[src/sv/pid_pkg.sv]
// Shared types and constants for the PID step block.
// Used by every module of the block; depends on nothing else.
package pid_pkg;

  // Command codes carried on the input channel.
  localparam logic [1:0] CMD_SAMPLE    = 2'd0;
  localparam logic [1:0] CMD_CLEAR_ALL = 2'd1;
  localparam logic [1:0] CMD_CLEAR_INT = 2'd2;

  // Register indexes on the configuration port.
  localparam logic [2:0] REG_GAIN_P     = 3'd0;
  localparam logic [2:0] REG_GAIN_I     = 3'd1;
  localparam logic [2:0] REG_GAIN_D     = 3'd2;
  localparam logic [2:0] REG_SETPOINT   = 3'd3;
  localparam logic [2:0] REG_FINISH_BND = 3'd4;

  // Integral saturation bounds and the clamp applied to the integral product.
  localparam logic signed [47:0] INTEG_MAX   = 48'sh7FFF_FFFF_FFFF;
  localparam logic signed [47:0] INTEG_MIN   = 48'sh8000_0000_0000;
  localparam logic [71:0]        ITERM_CLAMP = 72'h4_0000_0000_0000;

  // Drive limit of 2.0 in the Q.28 sum, and the rounding offset to Q3.14.
  localparam logic signed [52:0] LIMIT_POS = 53'sh0_0000_2000_0000;
  localparam logic signed [52:0] LIMIT_NEG = -53'sh0_0000_2000_0000;
  localparam logic signed [52:0] ROUND_OFS = 53'sh0_0000_0000_2000;

  // Configuration register set.
  typedef struct packed {
    logic signed [23:0] gain_p;
    logic signed [23:0] gain_i;
    logic signed [23:0] gain_d;
    logic signed [23:0] setpoint;
    logic        [22:0] finish_band;
  } pid_cfg_t;

  // Error terms after the state update.
  typedef struct packed {
    logic signed [24:0] err;
    logic signed [25:0] diff;
    logic signed [47:0] integ;
    logic               finished;
  } pid_s1_t;

  // Products; the integral product is kept as two unsigned partial products.
  typedef struct packed {
    logic signed [48:0] p_term;
    logic signed [49:0] d_term;
    logic        [47:0] i_lo;
    logic        [47:0] i_hi;
    logic               i_neg;
    logic               finished;
  } pid_s2_t;

  // Three signed terms ready for the final sum.
  typedef struct packed {
    logic signed [48:0] p_term;
    logic signed [49:0] d_term;
    logic signed [51:0] i_term;
    logic               finished;
  } pid_s3_t;

endpackage

[src/sv/pid_front.sv]
// Input stage: error, derivative and saturating integral with the error state.
// Depends on pid_pkg for command codes, bounds and stage types.
module pid_front
  import pid_pkg::*;
(
  input  logic               clk,
  input  logic               rst,
  input  logic               in_valid,
  output logic               in_stall,
  input  logic [1:0]         cmd,
  input  logic signed [23:0] measurement,
  input  pid_cfg_t           cfg,
  output logic               s1_valid,
  input  logic               s1_ready,
  output pid_s1_t            s1
);

  logic signed [24:0] last_error;
  logic signed [47:0] error_integral;
  logic signed [24:0] err;
  logic signed [25:0] diff;
  logic signed [48:0] integ_sum;
  logic signed [47:0] integ_next;
  logic        [24:0] err_mag;
  logic               accept;
  logic               stage_ready;

  assign stage_ready = !s1_valid || s1_ready;
  assign in_stall    = !stage_ready;
  assign accept      = in_valid && stage_ready;

  // Error against the target, its change, and the clamped running sum.
  always_comb begin
    err       = 25'(cfg.setpoint) - 25'(measurement);
    diff      = 26'(err) - 26'(last_error);
    integ_sum = 49'(error_integral) + 49'(err);
    if (integ_sum[48] != integ_sum[47]) begin
      integ_next = integ_sum[48] ? INTEG_MIN : INTEG_MAX;
    end else begin
      integ_next = integ_sum[47:0];
    end
    err_mag = err[24] ? 25'(-err) : 25'(err);
  end

  // Error state moves with each accepted sample or clear command.
  always_ff @(posedge clk) begin
    if (rst) begin
      last_error     <= '0;
      error_integral <= '0;
    end else if (accept) begin
      case (cmd)
        CMD_SAMPLE: begin
          last_error     <= err;
          error_integral <= integ_next;
        end
        CMD_CLEAR_ALL: begin
          last_error     <= '0;
          error_integral <= '0;
        end
        CMD_CLEAR_INT: begin
          error_integral <= '0;
        end
        default: ;
      endcase
    end
  end

  // Only samples go on down the pipeline.
  always_ff @(posedge clk) begin
    if (rst) begin
      s1_valid <= 1'b0;
    end else if (stage_ready) begin
      s1_valid <= accept && (cmd == CMD_SAMPLE);
    end
  end

  always_ff @(posedge clk) begin
    if (accept && (cmd == CMD_SAMPLE)) begin
      s1.err      <= err;
      s1.diff     <= diff;
      s1.integ    <= integ_next;
      s1.finished <= err_mag < {2'b00, cfg.finish_band};
    end
  end

endmodule

[config.mk]
export PLATFORM = sky130hd
export DESIGN_NAME = pid_front
export DESIGN_NICKNAME = d
export VERILOG_FILES = /design/src/sv/pid_pkg.sv /design/src/sv/pid_front.sv
export SDC_FILE = /design/constraint.sdc
export NUM_CORES = 1
export LEC_CHECK = 0
export BUFFER_PORTS_ARGS = -buffer_cell sky130_fd_sc_hd__buf_2
export CAP_MARGIN = 20
export CORE_UTILIZATION = 51
export CTS_CLUSTER_SIZE = 12
export DETAILED_ROUTE_END_ITERATION = 10
export PLACE_DENSITY_LB_ADDON = 0.05
export SYNTH_ARGS = -nofsm -noshare
export SYNTH_HDL_FRONTEND = slang
export SYNTH_SLANG_ARGS = --single-unit
[constraint.sdc]
create_clock -name clk -period 6.6 [get_ports clk]
set_input_delay 0.33 -clock clk [delete_from_list [all_inputs] [get_ports clk]]
set_output_delay 0.33 -clock clk [all_outputs]
set_load 0.005 [all_outputs]
==> impl_summary.md, run 1 <==
Timing
For the final routed database, the setup TNS stands at 0 ns. The relative max-transition margin is 40.5%. For the pin with the worst max-slew slack, the measured transition is 0.886 ns. Setup repair after global routing left no endpoint under its margin.

The max-slew violation count is 0. The minimum period implied by the final worst setup slack is 6.05 ns. The final critical path takes up 91.7% of the cycle. The count of endpoints failing hold in the final timing report is 0. The number of setup violations in the final report is 0. Based on the critical path, the design can be clocked at up to 165 MHz. The clock skew is 0.0171 ns.

Worst setup path
At the worst endpoint, the arrival time is 6.37 ns. The slack of the worst reg-to-reg path is 2.55 ns. The maximum fanout encountered on the critical timing path is 19. The data required time at the worst endpoint is 6.91 ns.

The critical path is of the in -> reg type. The capturing element type of the critical path is a register. STA classifies the critical path startpoint as an input port.

Floorplan
The die is 157 um tall. In this run the count of I/O pins placed on the die edge is 251. From left edge to right edge, the die measures 157 um. The core footprint is 23500 sq um. The area enclosed by the die boundary is 24500 sq um.

The initial utilization of the core area, before any placement, comes to 51.9%. The number of core rows is 56.

Synth
In this run the biggest area consumer among cell types represents 24.7% of the synthesized area. The net count after synthesis is 1575. The dominant cell by count in the synthesized netlist is sky130_fd_sc_hd__ha_1. By area the synthesized netlist is led by sky130_fd_sc_hd__edfxtp_1 (25%), sky130_fd_sc_hd__ha_1 (12%), sky130_fd_sc_hd__dfxtp_1 (12%), sky130_fd_sc_hd__xnor2_1 (4.6%), sky130_fd_sc_hd__nor2_1 (3.6%). The fraction of registers with async set or reset after synthesis is 0%. Yosys printed 0 warnings. The gate count after technology mapping is 1304. The number of different library cells in the post-synthesis netlist is 92. The synthesized area per cell is 9.34 sq um.

Counting flops with a built-in enable in the synthesized netlist gives 100. The top cell type by total area after synthesis is sky130_fd_sc_hd__edfxtp_1. Sorting the synthesized cells by how often they occur yields sky130_fd_sc_hd__ha_1 (119), sky130_fd_sc_hd__nor2_1 (116), sky130_fd_sc_hd__inv_1 (111). Sequential elements use 36.8% of the synthesized area. The cell area that synthesis handed to floorplanning was 12200 sq um.

The number of register bits inferred by synthesis is 174. The top flip-flop cell by instance count after synthesis is sky130_fd_sc_hd__edfxtp_1.

Routing
The first routing iteration left 542 violations. The via total after detailed routing is 10.4k. The count of nets left with antenna violations once routing finished came out at 0. The first-pass iteration count of the detailed router is 5.

In the final routed layout, each cell accounts on average for 17.3 um. For this run, design rule violations remaining after detail routing come to 0. The total wirelength of the detailed-routed design is 32.0 mm. The via density per instance is 5.59.

Power
The clock power share is 27.3%. The design internal power is 0.00243 W. The worst-case IR drop observed on VDD is 0.000161 V. Of the total power, registers draw 33.8%. The power density of the placed cells is 270 nW/um^2. The share of power burned in combinational logic is 38.9%. Net switching is 37.3% of the power. The leakage power total is 6.39 nW. The switching power summed over all nets is 0.00145 W. Total power for the finished layout comes to 0.00388 W.

Place
The port buffer count is 178. The weighted congestion reported at the end of routability-driven placement is 0.934. Once detailed placement completed, the half-perimeter wirelength came to 24.4 mm.

Global route
The largest net degree at the start of global routing is 52. The via count of the first global-routing pass is 9718. The initial antenna violation count is 0. The global-route usage over all layers is 26.8%.

The first global-routing pass estimated 50.9 mm of wire. For this run the aggregate overflow at the end of global routing stands at 0.

Run status
The flow ran to the end, and the final reports show no timing, DRC or antenna violations.

Clocking
TritonCTS built the clock tree. The CTS clock-pin slew for the worst setup and hold paths is 0.08 ns. The insertion delay of the later-clocked pin in the worst-skew pair is 0.44 ns. The longest clock path from root to sink contains 2 buffers. The H-tree generated during clock tree synthesis spans 4 levels. After clock tree synthesis, the repair step resized 0 gates. The count of hold-fix buffers inserted at cts is 0. The clock sink count is 174. Once the clock tree was built, the setup fixing pass inserted 0 buffers. In this run, CTS created clock tree buffers numbering 17. CTS placed an instance of sky130_fd_sc_hd__clkbuf_16 at the clock tree root.

Cells and area
The fraction of layout cells with a size suffix above 1 is 20.7%. The fraction of the core area covered by cells at the end of the flow is 61.3%. The area growth from synthesis to layout is 18.1%. The final layout contains 1792 nets. The repair_antennas step left the layout with diodes totalling 0.

Flow run
The total of max-cap violations is 0.

Hold path
In this run the worst hold path is classified as in -> reg.
## placed cells by master, fill, tap and decap left out, types with 5 or more instances in the layout
cell and count:
sky130_fd_sc_hd__nand3_1 17, sky130_fd_sc_hd__o21bai_1 16, sky130_fd_sc_hd__inv_1 110, sky130_fd_sc_hd__nor2_1 116, sky130_fd_sc_hd__a211oi_1 12, sky130_fd_sc_hd__and3_1 7, sky130_fd_sc_hd__clkbuf_16 17, sky130_fd_sc_hd__nand4_1 10
sky130_fd_sc_hd__nor3_1 19, sky130_fd_sc_hd__buf_4 60, sky130_fd_sc_hd__o21a_1 22, sky130_fd_sc_hd__nand2b_1 16, sky130_fd_sc_hd__a221o_1 16, sky130_fd_sc_hd__ha_1 119, sky130_fd_sc_hd__o211ai_1 12, sky130_fd_sc_hd__clkinv_8 7
sky130_fd_sc_hd__maj3_1 19, sky130_fd_sc_hd__o21ai_0 71, sky130_fd_sc_hd__edfxtp_1 100, sky130_fd_sc_hd__dfxtp_1 74, sky130_fd_sc_hd__a21oi_1 85, sky130_fd_sc_hd__maj3_2 5, sky130_fd_sc_hd__xor2_1 33, sky130_fd_sc_hd__inv_6 5
sky130_fd_sc_hd__a21o_1 37, sky130_fd_sc_hd__nor2b_1 15, sky130_fd_sc_hd__and2_1 11, sky130_fd_sc_hd__xnor2_1 64, sky130_fd_sc_hd__a22o_1 13, sky130_fd_sc_hd__o21ai_1 11, sky130_fd_sc_hd__or2_1 5, sky130_fd_sc_hd__or3_1 9
sky130_fd_sc_hd__a22oi_1 28, sky130_fd_sc_hd__nand2_1 86, sky130_fd_sc_hd__buf_2 178
## flip-flops by register name, indices dropped and copies added, names as in the netlist
| name | flops |
|---|---|
| s1 | 100 |
| error_integral | 48 |
| last_error | 25 |
| s1_valid | 1 |
## cell type report
| cell class | instances | area (sq um) |
|---|---|---|
| well taps | 319 | 399 |
| flip-flops and latches | 174 | 4480 |
| clock buffers | 17 | 425 |
| inverters | 113 | 427 |
| multi-input cells | 976 | 7080 |
| repair buffers | 239 | 1360 |
| clock inverters | 15 | 206 |
| fillers | 2095 | 9090 |
## metal layers
metal  share of wire [%]  global-route usage, %  vias to the layer above
met1                  48                   37.4                     4892
met3                 4.7                   3.60                       27
li1                    -                      -                     5172
met2                  45                   43.3                      259
met5                   0                      0                        -
met4                 1.6                   7.10                        0
## worst paths after layout
path	start	cells past startpoint	endpoint
hold / removal	s1_ready	3	s1_valid
hold reg to reg	error_integral[26]	2	error_integral[26]
setup reg to reg	error_integral[0]	15	error_integral[11]
setup / recovery	measurement[0]	28	error_integral[30]
## power by group through the flow
stage	Sequential (W)	Combinational, W	Clock, W
final	0.00131	0.00151	0.00106
after global routing	0.00132	0.00168	0.00111
after CTS	0.00131	0.00151	0.00108
after detailed placement	0.00133	0.00150	0
after global placement	0.00133	0.00148	0
after floorplan	0.00134	0.00105	0
## critical path: stages
cell and delay [ns]:
sky130_fd_sc_hd__buf_2 0.10, sky130_fd_sc_hd__ha_1 0.22, sky130_fd_sc_hd__fa_1 0.41, sky130_fd_sc_hd__nand2b_1 0.20
sky130_fd_sc_hd__a211o_1 0.32, sky130_fd_sc_hd__a2111oi_2 0.30, sky130_fd_sc_hd__buf_4 0.19, sky130_fd_sc_hd__o21ai_1 0.09
sky130_fd_sc_hd__a21oi_1 0.18, sky130_fd_sc_hd__o21a_1 0.17, sky130_fd_sc_hd__nor3_1 0.06, sky130_fd_sc_hd__o21ai_0 0.18
sky130_fd_sc_hd__o21a_1 0.26, sky130_fd_sc_hd__inv_1 0.19, sky130_fd_sc_hd__buf_4 0.23, sky130_fd_sc_hd__ha_1 0.29
sky130_fd_sc_hd__a21o_1 0.18, sky130_fd_sc_hd__a21oi_1 0.19, sky130_fd_sc_hd__nand2_1 0.09, sky130_fd_sc_hd__a2111oi_0 0.38
sky130_fd_sc_hd__a21oi_1 0.19, sky130_fd_sc_hd__a31o_2 0.31, sky130_fd_sc_hd__nand3_2 0.09, sky130_fd_sc_hd__a41oi_4 0.15
sky130_fd_sc_hd__buf_4 0.24, sky130_fd_sc_hd__or2_2 0.41, sky130_fd_sc_hd__nand2_4 0.25, sky130_fd_sc_hd__o21ai_0 0.14
## metrics by stage
step           instances  hold slack (ns)  instance area [sq um]  setup slack [ns]
2_1_floorplan       1304            0.431                  12200             0.442
3_3_place_gp        1821            0.442                  13800             0.282
3_5_place_dp        1821            0.452                  13800             0.173
4_1_cts             1853            0.262                  14400             0.610
5_1_grt             1853            0.298                  14400             0.126
6_report            1853            0.260                  14400             0.546
## cell families after synthesis
| group | Yosys count | share of synthesized area, % |
|---|---|---|
| muxes | 3 | 0.257 |
| buffers and inverters | 154 | 5.03 |
| and+or+nand+nor | 340 | 13.5 |
| DFF | 174 | 36.8 |
| AOI/OAI and AO/OA | 387 | 22.3 |
| xor gates and xnor gates | 100 | 7.38 |
| adders and majority gates | 146 | 14.7 |
Note: power is estimated with default switching activity, not from simulation.
==> run 2: changes to the inputs <==
--- a/config.mk
+++ b/config.mk
@@ -7,7 +7,7 @@
 export LEC_CHECK = 0
 export BUFFER_PORTS_ARGS = -buffer_cell sky130_fd_sc_hd__buf_2
 export CAP_MARGIN = 20
-export CORE_UTILIZATION = 51
+export CORE_UTILIZATION = 55
 export CTS_CLUSTER_SIZE = 12
 export DETAILED_ROUTE_END_ITERATION = 10
 export PLACE_DENSITY_LB_ADDON = 0.05
==> constraint.sdc (replaced) <==
create_clock -name clk -period 6.5 [get_ports clk]
set_input_delay 0.325 -clock clk [delete_from_list [all_inputs] [get_ports clk]]
set_output_delay 0.325 -clock clk [all_outputs]
set_load 0.005 [all_outputs]
==> run 2 against run 1 <==
  * Die area is 7.2% lower
  * Combinational power is 3% higher
  * Routed wire length is 0.43% higher
  * Sequential share of layout area is 0.054 points higher
  * Worst hold slack better by 0.024 ns
  * Sequential power hardly changed
==> impl_summary.md, run 2 (synthesized netlist as in run 1, its figures left out) <==
Run status
Outcome: finished, final reports clean (unchanged).

Clocking
The clock sink count was 174 (unchanged). The clock tree root buffer cell is sky130_fd_sc_hd__clkbuf_16 (unchanged). The insertion delay of the later-clocked pin in the worst-skew pair was 0.44 ns (about the same). The post-CTS resize count is 0 (unchanged).

The count of H-tree levels built during CTS is 4 (unchanged). The clock tree from TritonCTS is built (unchanged). The count of hold-fix buffers inserted at cts came to 0 (unchanged). The CTS clock-pin slew for the worst setup and hold paths is 0.08 ns (about the same). The number of clock buffers inserted by TritonCTS is 17 (unchanged).

The buffer depth of the longest clock path came to 2 (unchanged). The count of buffers added by post-CTS timing repair for setup is 0 (unchanged).

Worst setup path
The cell with the largest stage delay on the worst path is sky130_fd_sc_hd__fa_1 (unchanged). The slack of the worst reg-to-reg path is 2.33 ns (was 2.55 ns). The number of cell instances on the worst register-to-register path is 15 (unchanged). The startpoint of the worst register-to-register path was error_integral[0] (unchanged). The maximum single-stage delay on the critical path came to 0.40 ns (was 0.41 ns). The arrival time reported for the critical path endpoint came to 6.38 ns (was 6.37 ns). The capturing element type of the critical path is a register (unchanged).

The data required time at the worst endpoint is 6.80 ns (was 6.91 ns). The startpoint kind of the worst setup timing path is an input port (unchanged). The classification of the worst setup path is in -> reg (unchanged). The reg-to-reg endpoint was error_integral[11] (unchanged). The maximum fanout encountered on the critical timing path is 19 (unchanged).

Cells and area
The total inserted antenna cells is 0 (unchanged). The register with the most flip-flops was s1 (unchanged). The fraction of layout cells with a size suffix above 1 is 20.9% (was 20.7%). The number of nets in the finished design is 1796 (was 1792). The number of filler instances in the final layout is 1875 (was 2095). The sequential cell area is 4480 sq um (unchanged). The area of the multi-input gates was 7080 sq um (unchanged). Commonest cells after routing, fill and taps aside: sky130_fd_sc_hd__buf_2 (178), sky130_fd_sc_hd__ha_1 (119), sky130_fd_sc_hd__nor2_1 (116) (unchanged).

The area growth from synthesis to layout is 17.9% (was 18.1%). The most common library cell in the layout ignoring fill and taps is sky130_fd_sc_hd__buf_2 (unchanged). Registers with the most flip-flops: s1 x100, error_integral x48, last_error x25 (unchanged). The flip-flop count of the largest register, all copies and words added came to 100 (unchanged).

Floorplan
The die width is 151 um (was 157 um). The number of core rows is 54 (was 56). The count of boundary I/O pins is 251 (unchanged). The initial standard-cell utilization of the core came to 56.0% (was 51.9%).

The core footprint is 21800 sq um (was 23500 sq um). The vertical die dimension is 151 um (was 157 um). The area enclosed by the die boundary was 22700 sq um (was 24500 sq um).

Global route
The global-route usage over all layers is 28.6% (was 26.8%). The met3 track demand over resource is 3.52% (was 3.60%). The global routing met1 resource utilization is 38.6% (was 37.4%).

The global routing's busiest layer is met2 (unchanged). The largest net degree at the start of global routing was 73 (was 52). The via count of the first global-routing pass is 9847 (was 9718). The overflow left after global routing came to 0 (unchanged).

The wire length of the first global-routing pass came to 50.4 mm (was 50.9 mm). The initial antenna violation count came to 2 (was 0). The fraction of met2 tracks used by global routing is 47.5% (was 43.3%).

Routing
The average wire length per cell after detail routing was 17.7 um (was 17.3 um). The first-pass iteration count of the detailed router is 5 (unchanged). The number of DRC markers in iteration 0 came to 565 (was 542). The remaining number of nets flagged by the antenna check after routing came to 0 (unchanged).

The total wirelength of the detailed-routed design was 32.1 mm (was 32.0 mm). The via density per instance is 5.73 (was 5.59). The number of remaining DRC errors was 0 (unchanged). The via total after detailed routing is 10.4k (about the same).

Hold path
The type of the tightest min-delay check is in -> reg (unchanged). The startpoint of the tightest hold check path is s1_ready (unchanged). The sink of the worst hold path is s1_valid (unchanged). The count of cells along the worst hold path is 3 (unchanged).

Timing
The number of setup violations in the final report is 0 (unchanged). The relative max-transition margin is 32.4% (was 40.5%). Derived from the worst setup path, the maximum achievable clock frequency is 165 MHz. The minimum period implied by the final worst setup slack is 6.08 ns. The worst hold slack is 0.284 ns (was 0.260 ns). The slew at the pin closest to its max-slew limit was 1.01 ns (was 0.886 ns). The clock skew is 0.0173 ns (was 0.0171 ns). Setup repair after global routing missed its margin: false (unchanged). The count of endpoints failing hold in the final timing report is 0 (unchanged).

The final-layout setup total negative slack is 0 ns (unchanged). Of the available clock period, the critical path in the final layout requires 93.5%. The max-slew violation count came to 0 (unchanged).

Power
The power density of the placed cells was 272 nW/um^2 (was 270 nW/um^2). The leakage power total is 6.40 nW (was 6.39 nW). The maximum ir drop on the vdd rail is 0.000197 V (was 0.000161 V).

Place
The port buffer count is 178 (unchanged). The weighted congestion reported at the end of routability-driven placement is 0.927 (was 0.934). The detailed placer's ending HPWL is 24.5 mm (was 24.4 mm).

Flow run
The total of max-cap violations came to 0 (unchanged).
==> run 2: cell count changes in the layout (fill, tap and decap cells not counted), sizes merged <==
cell      before  now
clkinv         7    4
buf          239  243
clkinvlp       0    3
==> run 2: report_power, final <==
group / switching, W / internal (W)
sequential: 0.0000302 / 0.00130
clock: 0.000506 / 0.000516
combinational: 0.000903 / 0.000651
total: 0.00144 / 0.00247
==> run 2: cell type report <==
type                            instances  area share (%)
Timing Repair Buffer                  243            9.95
Sequential cell                       174            31.2
Clock inverter                         15            1.13
Tap cell                              280            2.44
Multi-Input combinational cell        976            49.3
Clock buffer                           17            2.96
Inverter                              113            2.97
==> run 2: routing by layer <==
| metal | wire [um] | share of wire (%) | vias up |
|---|---|---|---|
| li1 | - | - | 5176 |
| met1 | 14800 | 46 | 4895 |
| met2 | 15000 | 47 | 302 |
| met3 | 1670 | 5.2 | 45 |
| met4 | 637 | 2.0 | 0 |
| met5 | 0 | 0 | - |
==> run 2: per-stage QoR <==
step                      area [sq um]  setup slack, ns  cells  util [%]  total power, W
after floorplan                  12200            0.347   1304         -         0.00242
after global placement           13800            0.157   1786      63.3         0.00286
after detailed placement         13800            0.114   1786      63.3         0.00289
after CTS                        14400            0.548   1818      66.0         0.00392
after global routing             14400          0.00469   1818      66.0         0.00413
final                            14400            0.421   1818      66.0         0.00391
==> run 2: worst max-delay path: cells and delay by family <==
| kind | cells | cell delay, ns |
|---|---|---|
| AOI/OAI and AO/OA | 14 | 3.17 |
| adders and majority gates | 3 | 0.92 |
| buffers and inverters | 5 | 0.90 |
| and+or+nand+nor | 6 | 1.04 |
==> run 2: how the worst max path moves through the flow <==
stage / startpoint / to / slack [ns]
floorplan: cfg[23] / s1[47] / 0.35
global placement: measurement[0] / error_integral[22] / 0.16
detailed placement: measurement[0] / error_integral[22] / 0.11
CTS: measurement[0] / error_integral[22] / 0.55
global route: cfg[23] / error_integral[22] / 0.005
finish: measurement[0] / error_integral[22] / 0.42
