`src/sv/pid_pkg.sv`:
```
// Shared types and constants for the PID step block.
// Used by every module of the block; depends on nothing else.
package pid_pkg;

  // Command codes carried on the input channel.
  localparam logic [1:0] CMD_SAMPLE    = 2'd0;
  localparam logic [1:0] CMD_CLEAR_ALL = 2'd1;
  localparam logic [1:0] CMD_CLEAR_INT = 2'd2;

  // Register indexes on the configuration port.
  localparam logic [2:0] REG_GAIN_P     = 3'd0;
  localparam logic [2:0] REG_GAIN_I     = 3'd1;
  localparam logic [2:0] REG_GAIN_D     = 3'd2;
  localparam logic [2:0] REG_SETPOINT   = 3'd3;
  localparam logic [2:0] REG_FINISH_BND = 3'd4;

  // Integral saturation bounds and the clamp applied to the integral product.
  localparam logic signed [47:0] INTEG_MAX   = 48'sh7FFF_FFFF_FFFF;
  localparam logic signed [47:0] INTEG_MIN   = 48'sh8000_0000_0000;
  localparam logic [71:0]        ITERM_CLAMP = 72'h4_0000_0000_0000;

  // Drive limit of 2.0 in the Q.28 sum, and the rounding offset to Q3.14.
  localparam logic signed [52:0] LIMIT_POS = 53'sh0_0000_2000_0000;
  localparam logic signed [52:0] LIMIT_NEG = -53'sh0_0000_2000_0000;
  localparam logic signed [52:0] ROUND_OFS = 53'sh0_0000_0000_2000;

  // Configuration register set.
  typedef struct packed {
    logic signed [23:0] gain_p;
    logic signed [23:0] gain_i;
    logic signed [23:0] gain_d;
    logic signed [23:0] setpoint;
    logic        [22:0] finish_band;
  } pid_cfg_t;

  // Error terms after the state update.
  typedef struct packed {
    logic signed [24:0] err;
    logic signed [25:0] diff;
    logic signed [47:0] integ;
    logic               finished;
  } pid_s1_t;

  // Products; the integral product is kept as two unsigned partial products.
  typedef struct packed {
    logic signed [48:0] p_term;
    logic signed [49:0] d_term;
    logic        [47:0] i_lo;
    logic        [47:0] i_hi;
    logic               i_neg;
    logic               finished;
  } pid_s2_t;

  // Three signed terms ready for the final sum.
  typedef struct packed {
    logic signed [48:0] p_term;
    logic signed [49:0] d_term;
    logic signed [51:0] i_term;
    logic               finished;
  } pid_s3_t;

endpackage

```
`src/sv/pid_regs.sv`:
```
// Configuration register file behind an APB-style port.
// Depends on pid_pkg for the register indexes and the register set type.
module pid_regs
  import pid_pkg::*;
(
  input  logic        clk,
  input  logic        rst,
  input  logic        psel,
  input  logic        penable,
  input  logic        pwrite,
  input  logic [4:0]  paddr,
  input  logic [31:0] pwdata,
  output logic [31:0] prdata,
  output logic        pready,
  output pid_cfg_t    cfg
);

  logic [2:0] index;
  logic       wr_en;

  assign index  = paddr[4:2];
  assign wr_en  = psel && penable && pwrite;
  assign pready = 1'b1;

  // Register writes complete in the access phase.
  always_ff @(posedge clk) begin
    if (rst) begin
      cfg <= '0;
    end else if (wr_en) begin
      case (index)
        REG_GAIN_P:     cfg.gain_p      <= pwdata[23:0];
        REG_GAIN_I:     cfg.gain_i      <= pwdata[23:0];
        REG_GAIN_D:     cfg.gain_d      <= pwdata[23:0];
        REG_SETPOINT:   cfg.setpoint    <= pwdata[23:0];
        REG_FINISH_BND: cfg.finish_band <= pwdata[22:0];
        default: ;
      endcase
    end
  end

  // Read back, signed registers sign-extended.
  always_comb begin
    case (index)
      REG_GAIN_P:     prdata = 32'(cfg.gain_p);
      REG_GAIN_I:     prdata = 32'(cfg.gain_i);
      REG_GAIN_D:     prdata = 32'(cfg.gain_d);
      REG_SETPOINT:   prdata = 32'(cfg.setpoint);
      REG_FINISH_BND: prdata = {9'd0, cfg.finish_band};
      default:        prdata = '0;
    endcase
  end

endmodule

```
`config.mk`:
```
export PLATFORM = sky130hd
export DESIGN_NAME = pid_regs
export DESIGN_NICKNAME = d
export VERILOG_FILES = /design/src/sv/pid_pkg.sv /design/src/sv/pid_regs.sv
export SDC_FILE = /design/constraint.sdc
export NUM_CORES = 1
export LEC_CHECK = 0
export ABC_CLOCK_PERIOD_IN_PS = 1760
export BUFFER_PORTS_ARGS = -buffer_cell sky130_fd_sc_hd__buf_2
export CORE_AREA = 2 2 125 97
export DETAILED_ROUTE_END_ITERATION = 6
export DIE_AREA = 0 0 127 99
export PLACE_DENSITY = 0.8
export SETUP_SLACK_MARGIN = 0.4
export SYNTH_ARGS = -nofsm -noshare
export SYNTH_HDL_FRONTEND = slang
export SYNTH_SLANG_ARGS = --single-unit
export TNS_END_PERCENT = 5
```
`constraint.sdc`:
```
create_clock -name clk -period 1.76 [get_ports clk]
set_clock_uncertainty 0.15 [all_clocks]
set_input_delay 0 -clock clk [delete_from_list [all_inputs] [get_ports clk]]
set_output_delay 0 -clock clk [all_outputs]
set_load 0.05 [all_outputs]
```
==> run metrics, run 1 <==
H-tree levels 4; Largest register FFs 119; synthesized area per cell 10.4 um^2; layout overhead on the synthesized area 46.1%; CP Capture Type primary output; die height 99 um; Pins Over Slew Limit 0; met1 Use GR 0.345; Port Buf Inserts 182; overall die width 127 um; overall die area 12600 um^2; CP Data Arrival Time 1.66 ns; first-pass GRT wire length 27500 um; commonest non-fill, non-tap cell in the layout buf_2; violated checks setup timing; slowest CP cell mux4_2; M2 GR Usage 0.468; synthesized flop and latch total 119; crit-path max FO 5; vias in the first global route 5175; crit-path cells mux4_2 -> nor2b_4 -> buf_6; crit path kind reg -> out; Hold Path Class in -> reg; Worst-path clk slew 0.06 ns; number of top-level pins 194; Tot GR Track Use 0.280; core area 11300 um^2; gr ovfl total 0; Tmin final 1.81 ns; Pleak 3.98 nW; synthesized instance count 547; post-synth cell types 28; deepest clock path buffer count 2; max incr delay on CP 0.54 ns; Sink Count 119; met3 Use GR 0.0717; Iter 0 DRT Violations 284; Top reg by flops cfg; commonest cells after routing, fill and taps aside buf_2, nand2b_1, mux2i_1, dfxtp_1, dfxtp_2; Layout Utilization 0.732; GR peak layer met2; GPL Wtd Cong 0.828; Starting Density 0.501; RSZ-0062 raised after global routing yes; cell area after synthesis 5670 um^2; DPL Wire Length 11500 um; Top Registers cfg x119; worst r2r src cfg[46]$_SDFFE_PP0P_; dpl ws 0.224 ns; Worst VDD drop 0.734 mV; cts bufs inserted 17; final setup margin -0.0461 ns; Startpoint Class flip-flop; post-route ant nets 0; largest net degree at the start of global routing 144; via count 5057; Post-route DRC 0; wire per inst 19.5 um; Site Rows 34; Routed WL 17600 um; Worst Setup SP cfg[46]$_SDFFE_PP0P_; Vias per Instance 5.61; TritonCTS clock tree built; Post-Syn Nets 589; crit share post-route 1.03; final hold vios 0; initial antenna violation count 0; status finished with violations; final setup vio count 9; Critical Path RT 1.61 ns; MaxCap Viol Count 0; nets@finish 786; Worst-Skew Late Latency 0.41 ns; layout cells sized above 1 0.467; Yosys warnings 0; Initial DRT Pass Iterations 4; hold_sp paddr[3]; Seq/Total Area, Yosys 0.420; Root Driver clkbuf_16; Fmax 554 MHz; power per cell area 805 nW/um^2
power by group:
group / switching (mW) / internal, mW / total (mW)
logic: 0.366 / 0.229 / 0.594
clock network: 1.20 / 2.14 / 3.35
registers: 0.0179 / 2.71 / 2.73
routing by layer:
layer,vias up,wire length [um],share of wire
li1,2325,-,-
met1,2528,7580,0.43
met2,170,8770,0.50
met3,34,877,0.050
met4,0,367,0.021
met5,-,0,0
path summary, 6_finish.rpt:
path / endpoint / slack (ns) / cells after the start
hold / removal: cfg[7]$_SDFFE_PP0P_ / 0.09 / 5
hold reg to reg: cfg[30]$_SDFFE_PP0P_ / 0.34 / 2
setup reg to reg: cfg[46]$_SDFFE_PP0P_ / 0.88 / 3
setup / recovery: prdata[30] / -0.05 / 3
layout make-up:
cell class	count	area, um^2
Sequential cell	119	2440
Multi-Input combinational cell	372	3490
Inverter	1	3.75
Tap cell	144	180
Timing Repair Buffer	233	1610
Clock inverter	8	96.3
Fill cell	772	3030
Clock buffer	23	468
Antenna cell	1	2.50
cell usage after synthesis, drive strengths merged:
| cell type | n | share of area |
|---|---|---|
| mux2 | 23 | 0.046 |
| mux2i | 119 | 0.21 |
| nand2b | 143 | 0.16 |
| o22ai | 23 | 0.025 |
| nand3 | 3 | 0.0044 |
| nor2 | 1 | 0.0020 |
| buf | 36 | 0.042 |
| clkbuf | 20 | 0.013 |
| dfxtp | 119 | 0.42 |
| and2b | 1 | 0.0013 |
| a22oi | 44 | 0.058 |
| and4b | 1 | 0.0018 |
| a21oi | 1 | 0.00088 |
| conb | 1 | 0.00066 |
| inv | 1 | 0.00066 |
| mux4 | 1 | 0.0040 |
| nand3b | 1 | 0.0013 |
| and3b | 1 | 0.0015 |
| nand2 | 1 | 0.00066 |
| nor2b | 2 | 0.0022 |
| a31oi | 1 | 0.0011 |
| and3 | 3 | 0.0042 |
| and2 | 1 | 0.0011 |
worst max-delay path, delay by kind of cell (launching register included):
family	cells	cell delay [ns]
buffers and inverters	1	0.18
flip-flops	1	0.34
multiplexers	1	0.54
AND/OR/NAND/NOR	1	0.19
metrics by stage:
| step | TNS (ns) | hold WS [ns] | power, mW | cells | instance area [um^2] |
|---|---|---|---|---|---|
| 2_1_floorplan | 0 | 0.0600 | 3.15 | 547 | 6040 |
| 3_3_place_gp | 0 | 0.194 | 3.29 | 842 | 7030 |
| 3_5_place_dp | 0 | 0.214 | 3.30 | 842 | 7030 |
| 4_1_cts | -0.350 | 0.0795 | 6.69 | 900 | 8270 |
| 5_1_grt | -0.547 | 0.0952 | 6.84 | 900 | 8280 |
| 6_report | -0.330 | 0.0946 | 6.67 | 901 | 8290 |
cell families (layout without fill, tap and decap cells):
group,after synthesis,count (layout),share of synthesized area
compound gates,69,69,0.0856
buf+inv,57,265,0.0558
flops,119,119,0.420
mux,143,143,0.260
other cells,1,2,0.000661
simple gates,158,159,0.178
repair_timing:
item                                    in CTS  in global routing
hold endpoints to repair                   119                  0
hold buffers                                24                  0
pin swaps                                   37                 36
setup buffers                                2                  0
endpoints found under the setup margin      32                 32
gates resized for setup                    134                  5
gates cloned                                 1                  0
(Power assumes the default switching activity.)
==> run 2: changes to the inputs <==
--- a/config.mk
+++ b/config.mk
@@ -7,10 +7,12 @@
 export LEC_CHECK = 0
 export ABC_CLOCK_PERIOD_IN_PS = 1760
 export BUFFER_PORTS_ARGS = -buffer_cell sky130_fd_sc_hd__buf_2
-export CORE_AREA = 2 2 125 97
+export CELL_PAD_IN_SITES_DETAIL_PLACEMENT = 1
+export CELL_PAD_IN_SITES_GLOBAL_PLACEMENT = 2
+export CORE_AREA = 4 4 164 127
 export DETAILED_ROUTE_END_ITERATION = 6
-export DIE_AREA = 0 0 127 99
-export PLACE_DENSITY = 0.8
+export DIE_AREA = 0 0 168 131
+export PLACE_DENSITY = 0.78
 export SETUP_SLACK_MARGIN = 0.4
 export SYNTH_ARGS = -nofsm -noshare
 export SYNTH_HDL_FRONTEND = slang
==> run 2 against run 1 <==
Compared with the run above: combinational power rose by 5.1%; core utilization fell by 28 points; highest routed layer unchanged; setup slack got worse by 0.019 ns; register-to-register slack got worse by 0.02 ns; critical endpoint is now prdata[27]; worst hold slack improved by 0.015 ns; cell count rose by 13%; via count fell by 1.4%; critical path depth did not move; largest cell class unchanged; sequential share of layout area fell by 0.90 points; the flow still finishes with violations (setup timing); fmax fell by 1.1%.
==> run metrics, run 2 (same netlist as run 1, synthesis figures left out) <==
Top reg by flops cfg; wire per inst 20.5 um (+4.9%); Root Driver clkbuf_16; Sw Share 0.238 (+0.000575); overall die area 22000 um^2 (+75%); core area 19100 um^2 (+69%); Hold Path Class in -> reg; vias in the first global route 5323 (+2.9%); dpl cell area 7210 um^2 (+2.5%); layout overhead on the synthesized area 51.2%; GPL Wtd Cong 0.807 (-2.6%); Startpoint Class flip-flop; cts bufs inserted 17 (unchanged); Largest register FFs 119 (unchanged); post-route ant nets 0 (unchanged); Port Buf Inserts 182 (unchanged); clock share of power 0.530 (+0.028); Post-route DRC 0 (unchanged); crit-path max FO 5 (unchanged); final hold vios 0 (unchanged); Fillers 2091 (+170%); initial antenna violation count 0 (unchanged); number of top-level pins 194 (unchanged); Comb pwr share 0.087 (-0.002); DPL Wire Length 14400 um (+25%); Pins Over Slew Limit 0 (unchanged); antenna cell count 0 (-1); dpl ws 0.158 ns (-0.0664 ns); internal power 5.44 mW (+6.9%); Fmax 548 MHz (-1.1%); commonest cells after routing, fill and taps aside buf_2, nand2b_1, mux2i_1, dfxtp_1, dfxtp_2; TritonCTS clock tree built; violated checks setup timing; Critical Path RT 1.61 ns (about the same); Vias per Instance 4.91 (-13%); commonest non-fill, non-tap cell in the layout buf_2; status finished with violations; sequential share of power 0.382 (-0.027); deepest clock path buffer count 2 (unchanged); gr ovfl total 0 (unchanged); MaxCap Viol Count 0 (unchanged); Routed WL 20800 um (+18%); Sink Count 119 (unchanged); Top Registers cfg x119; Worst Hold Slack 0.109 ns (+0.0148 ns); CP Data Arrival Time 1.68 ns (+0.02 ns); Psw 1.70 mW (+7.2%); CP Capture Type primary output; final setup margin -0.0654 ns (-0.0193 ns); Worst VDD drop 0.471 mV (-36%); final setup vio count 9 (unchanged); crit path kind reg -> out; largest net degree at the start of global routing 144 (unchanged); power per cell area 832 nW/um^2 (+3.4%); overall die width 168 um (+32%); nets@finish 792 (+0.76%); Tot GR Track Use 0.186 (-0.0936); Iter 0 DRT Violations 191 (-33%); first-pass GRT wire length 31600 um (+15%); die height 131 um (+32%); slowest CP cell mux4_2; Initial DRT Pass Iterations 4 (unchanged); Starting Density 0.297 (-0.204); crit-path cells mux4_2 -> nor2b_4 -> buf_6; RSZ-0062 raised after global routing yes; Site Rows 44 (+29%); Final Cell Area 8570 um^2 (+3.5%); max incr delay on CP 0.55 ns (about the same); Layout Utilization 0.449 (-0.283); Worst-Skew Late Latency 0.41 ns (about the same); via count 4987 (-1.4%); Worst-path clk slew 0.06 ns (about the same); H-tree levels 4 (unchanged); Pleak 4.05 nW (+1.8%); layout cells sized above 1 0.485 (+0.0180); crit share post-route 1.04 (+0.0110); Tmin final 1.83 ns (+0.0193 ns)
## run 2: cell count changes in the layout (fill, tap and decap cells not counted), moves of 2 or more
| cell | before | now |
|---|---|---|
| clkinvlp_4 | 0 | 3 |
| dfxtp_1 | 79 | 73 |
| mux2_4 | 14 | 16 |
| dfxtp_2 | 36 | 42 |
| mux2_2 | 9 | 7 |
| inv_4 | 2 | 0 |
| bufinv_16 | 2 | 4 |
| buf_4 | 24 | 29 |
| clkbuf_1 | 4 | 1 |
## run 2: layer usage
metal | vias to the layer above | GRT usage | part of all wire
li1 | 2323 | - | -
met1 | 2532 | 0.246 | 0.47
met2 | 122 | 0.312 | 0.48
met3 | 10 | 0.0439 | 0.041
met4 | 0 | 0.0453 | 0.0059
met5 | - | 0 | 0
## run 2: metrics by stage
step	cells	total power [mW]	setup TNS [ns]
after CTS	1016	7.23	-0.639
after floorplan	547	3.15	0
after detailed placement	955	3.34	0
after global routing	1016	7.39	-0.875
after global placement	955	3.33	0
final	1016	7.14	-0.493
## run 2: path summary, 6_finish.rpt
path | start | endpoint | slack [ns] | cells past startpoint
worst min register to register | cfg[58]$_SDFFE_PP0P_ | cfg[58]$_SDFFE_PP0P_ | 0.34 | 2
worst max-delay path | cfg[46]$_SDFFE_PP0P_ | prdata[27] | -0.07 | 3
worst min-delay path | penable | cfg[7]$_SDFFE_PP0P_ | 0.11 | 5
worst max register to register | cfg[46]$_SDFFE_PP0P_ | cfg[46]$_SDFFE_PP0P_ | 0.86 | 3
## run 2: power by group through the flow
stage	Clock (mW)	Combinational [mW]	Sequential (mW)
5_1_grt	4.00	0.662	2.73
2_1_floorplan	0	0.302	2.85
4_1_cts	3.87	0.626	2.73
3_3_place_gp	0	0.545	2.78
6_report	3.78	0.624	2.73
3_5_place_dp	0	0.558	2.79
## run 2: repair_timing
item | 4_1_cts | 5_1_grt
hold buffers | 24 | 0
endpoints found under the setup margin | 32 | 32
hold endpoints to repair | 119 | 0
gates cloned | 1 | 0
pin swaps | 33 | 33
resized for setup | 133 | 15
setup buffers | 4 | 0
## run 2: layout make-up
cell class	instances	area (um^2)	share of cell area
well taps	253	317	0.0369
multi-input cells	372	3500	0.408
clock inverters	12	171	0.0200
clock buffers	20	468	0.0546
repair buffers	239	1660	0.194
flip-flops and latches	119	2450	0.286
inverters	1	3.75	0.000438
## run 2: worst max-delay path, delay by kind of cell (launching register included)
kind / cells / cell delay, ns
muxes: 1 / 0.55
DFF: 1 / 0.33
and+or+nand+nor: 1 / 0.20
buffers and inverters: 1 / 0.17
==> run 3: changes to the inputs <==
--- a/config.mk
+++ b/config.mk
@@ -14,6 +14,7 @@
 export DIE_AREA = 0 0 168 131
 export PLACE_DENSITY = 0.78
 export SETUP_SLACK_MARGIN = 0.4
+export SKIP_LAST_GASP = 1
 export SYNTH_ARGS = -nofsm -noshare
 export SYNTH_HDL_FRONTEND = slang
 export SYNTH_SLANG_ARGS = --single-unit
==> run 3 against run 2 <==
Compared with the run above: the flow still finishes with violations (setup timing); non-clock buffer count unchanged; fmax is 0.93% higher; first-iteration DRC count down 1.6%; combinational power decreased by 3.8%; largest cell class unchanged; highest routed layer unchanged.
==> run metrics, run 3 (same netlist as run 1, synthesis figures left out) <==
status finished with violations; violated checks setup timing; Slew @ Worst Pin 0.504 ns; Fmax 553 MHz (+0.93%); Top Registers cfg x119; vias in the first global route 5286 (-0.70%); Worst-Skew Late Latency 0.41 ns (about the same); Hold Path Class in -> reg; H-tree levels 4 (unchanged); Pins Over Slew Limit 0 (unchanged); die height 131 um (unchanged); TritonCTS clock tree built; layout cells sized above 1 0.398 (-0.0865); GPL Wtd Cong 0.807 (unchanged); crit path kind reg -> out; first-pass GRT wire length 31300 um (-0.92%); Pleak 3.97 nW (-2.1%); crit-path cells mux4_2 -> nor2b_4 -> buf_6; Critical Path RT 1.61 ns (about the same); commonest non-fill, non-tap cell in the layout buf_2; Psw 1.68 mW (-1.3%); Worst VDD drop 0.463 mV (-1.6%); slowest CP cell mux4_2; Tmin final 1.81 ns (-0.0168 ns); worst rel slew slack 0.664; Startpoint Class flip-flop; gr ovfl total 0 (unchanged); final setup vio count 11 (+2); sequential share of power 0.384 (+0.002); final setup margin -0.0486 ns (+0.0168 ns); initial antenna violation count 0 (unchanged); DPL Wire Length 14400 um (unchanged); power per cell area 868 nW/um^2 (+4.2%); Port Buf Inserts 182 (unchanged); Initial DRT Pass Iterations 4 (unchanged); Root Driver clkbuf_16; CP Capture Type primary output; post-route ant nets 0 (unchanged); Sink Count 119 (unchanged); via count 4967 (-0.40%); largest net degree at the start of global routing 144 (unchanged); Top reg by flops cfg; internal power 5.43 mW (-0.15%); Comb pwr share 0.085 (-0.002); clock share of power 0.532 (+0.002); RSZ-0062 raised after global routing yes; number of top-level pins 194 (unchanged); Routed WL 20700 um (-0.47%); Tot GR Track Use 0.185 (-0.00141); Largest register FFs 119 (unchanged); Layout Cells excl Fill 1016 (unchanged); Post-route DRC 0 (unchanged); MaxCap Viol Count 0 (unchanged); commonest cells after routing, fill and taps aside buf_2, nand2b_1, mux2i_1, dfxtp_1, a22oi_1; crit-path max FO 5 (unchanged); antenna cell count 0 (unchanged); overall die area 22000 um^2 (unchanged); Vias per Instance 4.89 (-0.40%); core area 19100 um^2 (unchanged); Sw Share 0.236 (-0.00207); nets@finish 792 (unchanged); overall die width 168 um (unchanged); Site Rows 44 (unchanged); CP Data Arrival Time 1.66 ns (-0.02 ns); deepest clock path buffer count 2 (unchanged); Iter 0 DRT Violations 188 (-1.6%); crit share post-route 1.03 (-0.00956); Worst-path clk slew 0.06 ns (about the same); final hold vios 0 (unchanged); Total Power 7.11 mW (-0.42%); Starting Density 0.297 (unchanged); wire per inst 20.4 um (-0.47%); dpl cells 955 (unchanged); layout overhead on the synthesized area 44.4%; cts bufs inserted 17 (unchanged); setup TNS -0.368 ns (+0.125 ns); max incr delay on CP 0.54 ns (about the same)
## run 3: changes by cell type in the layout (fill, tap and decap cells not counted), moves of 22 or more
cell / previous run / this run
dfxtp_2: 42 / 0
buf_2: 149 / 172
a22oi_1: 22 / 44
buf_6: 32 / 9
a22oi_2: 22 / 0
dfxtp_1: 73 / 115
## run 3: critical path: cells and delay by family, from the launching register on
family | cells | cell delay, ns
buf+inv | 1 | 0.17
flops | 1 | 0.34
simple gates | 1 | 0.19
mux | 1 | 0.54
## run 3: area by class of cell
cell class / instances / area, um^2
multi-input cells: 372 / 3310
clock buffers: 20 / 468
fillers: 2124 / 10900
inverters: 1 / 3.75
repair buffers: 239 / 1520
well taps: 253 / 317
flip-flops and latches: 119 / 2400
clock inverters: 12 / 171
## run 3: timing repair
item                                    4_1_cts  5_1_grt
hold buffers                                 24        0
endpoints found under the setup margin       32       32
buffers inserted                              4        0
resized for setup                            19        0
gates cloned                                  1        0
endpoints found under the hold margin       119        0
## run 3: worst paths after layout
kind	from	end	slack [ns]	depth (start not counted)
setup / recovery	cfg[46]$_SDFFE_PP0P_	prdata[27]	-0.05	3
setup reg to reg	cfg[46]$_SDFFE_PP0P_	cfg[46]$_SDFFE_PP0P_	0.86	3
hold / removal	penable	cfg[7]$_SDFFE_PP0P_	0.11	5
hold reg to reg	cfg[89]$_SDFFE_PP0P_	cfg[89]$_SDFFE_PP0P_	0.34	2
## run 3: power by group through the flow
stage | registers (mW) | clock network (mW) | logic, mW
3_3_place_gp | 2.78 | 0 | 0.545
4_1_cts | 2.73 | 3.87 | 0.605
5_1_grt | 2.73 | 3.99 | 0.640
2_1_floorplan | 2.85 | 0 | 0.302
3_5_place_dp | 2.79 | 0 | 0.558
6_report | 2.73 | 3.78 | 0.600
## run 3: through the flow
stage,cell area [um^2],hold WS [ns],util,setup WS [ns]
after floorplan,6040,0.0600,-,0.223
after global placement,7210,0.194,0.377,0.193
after detailed placement,7210,0.226,0.377,0.158
after CTS,8190,0.0896,0.429,-0.0816
after global routing,8190,0.110,0.429,-0.108
final,8190,0.109,0.429,-0.0486
## run 3: metal layers
metal / GRT usage / routed length (um)
met4: 0.0501 / 142
met2: 0.302 / 9960
met3: 0.0439 / 1010
met5: 0 / 0
met1: 0.248 / 9600
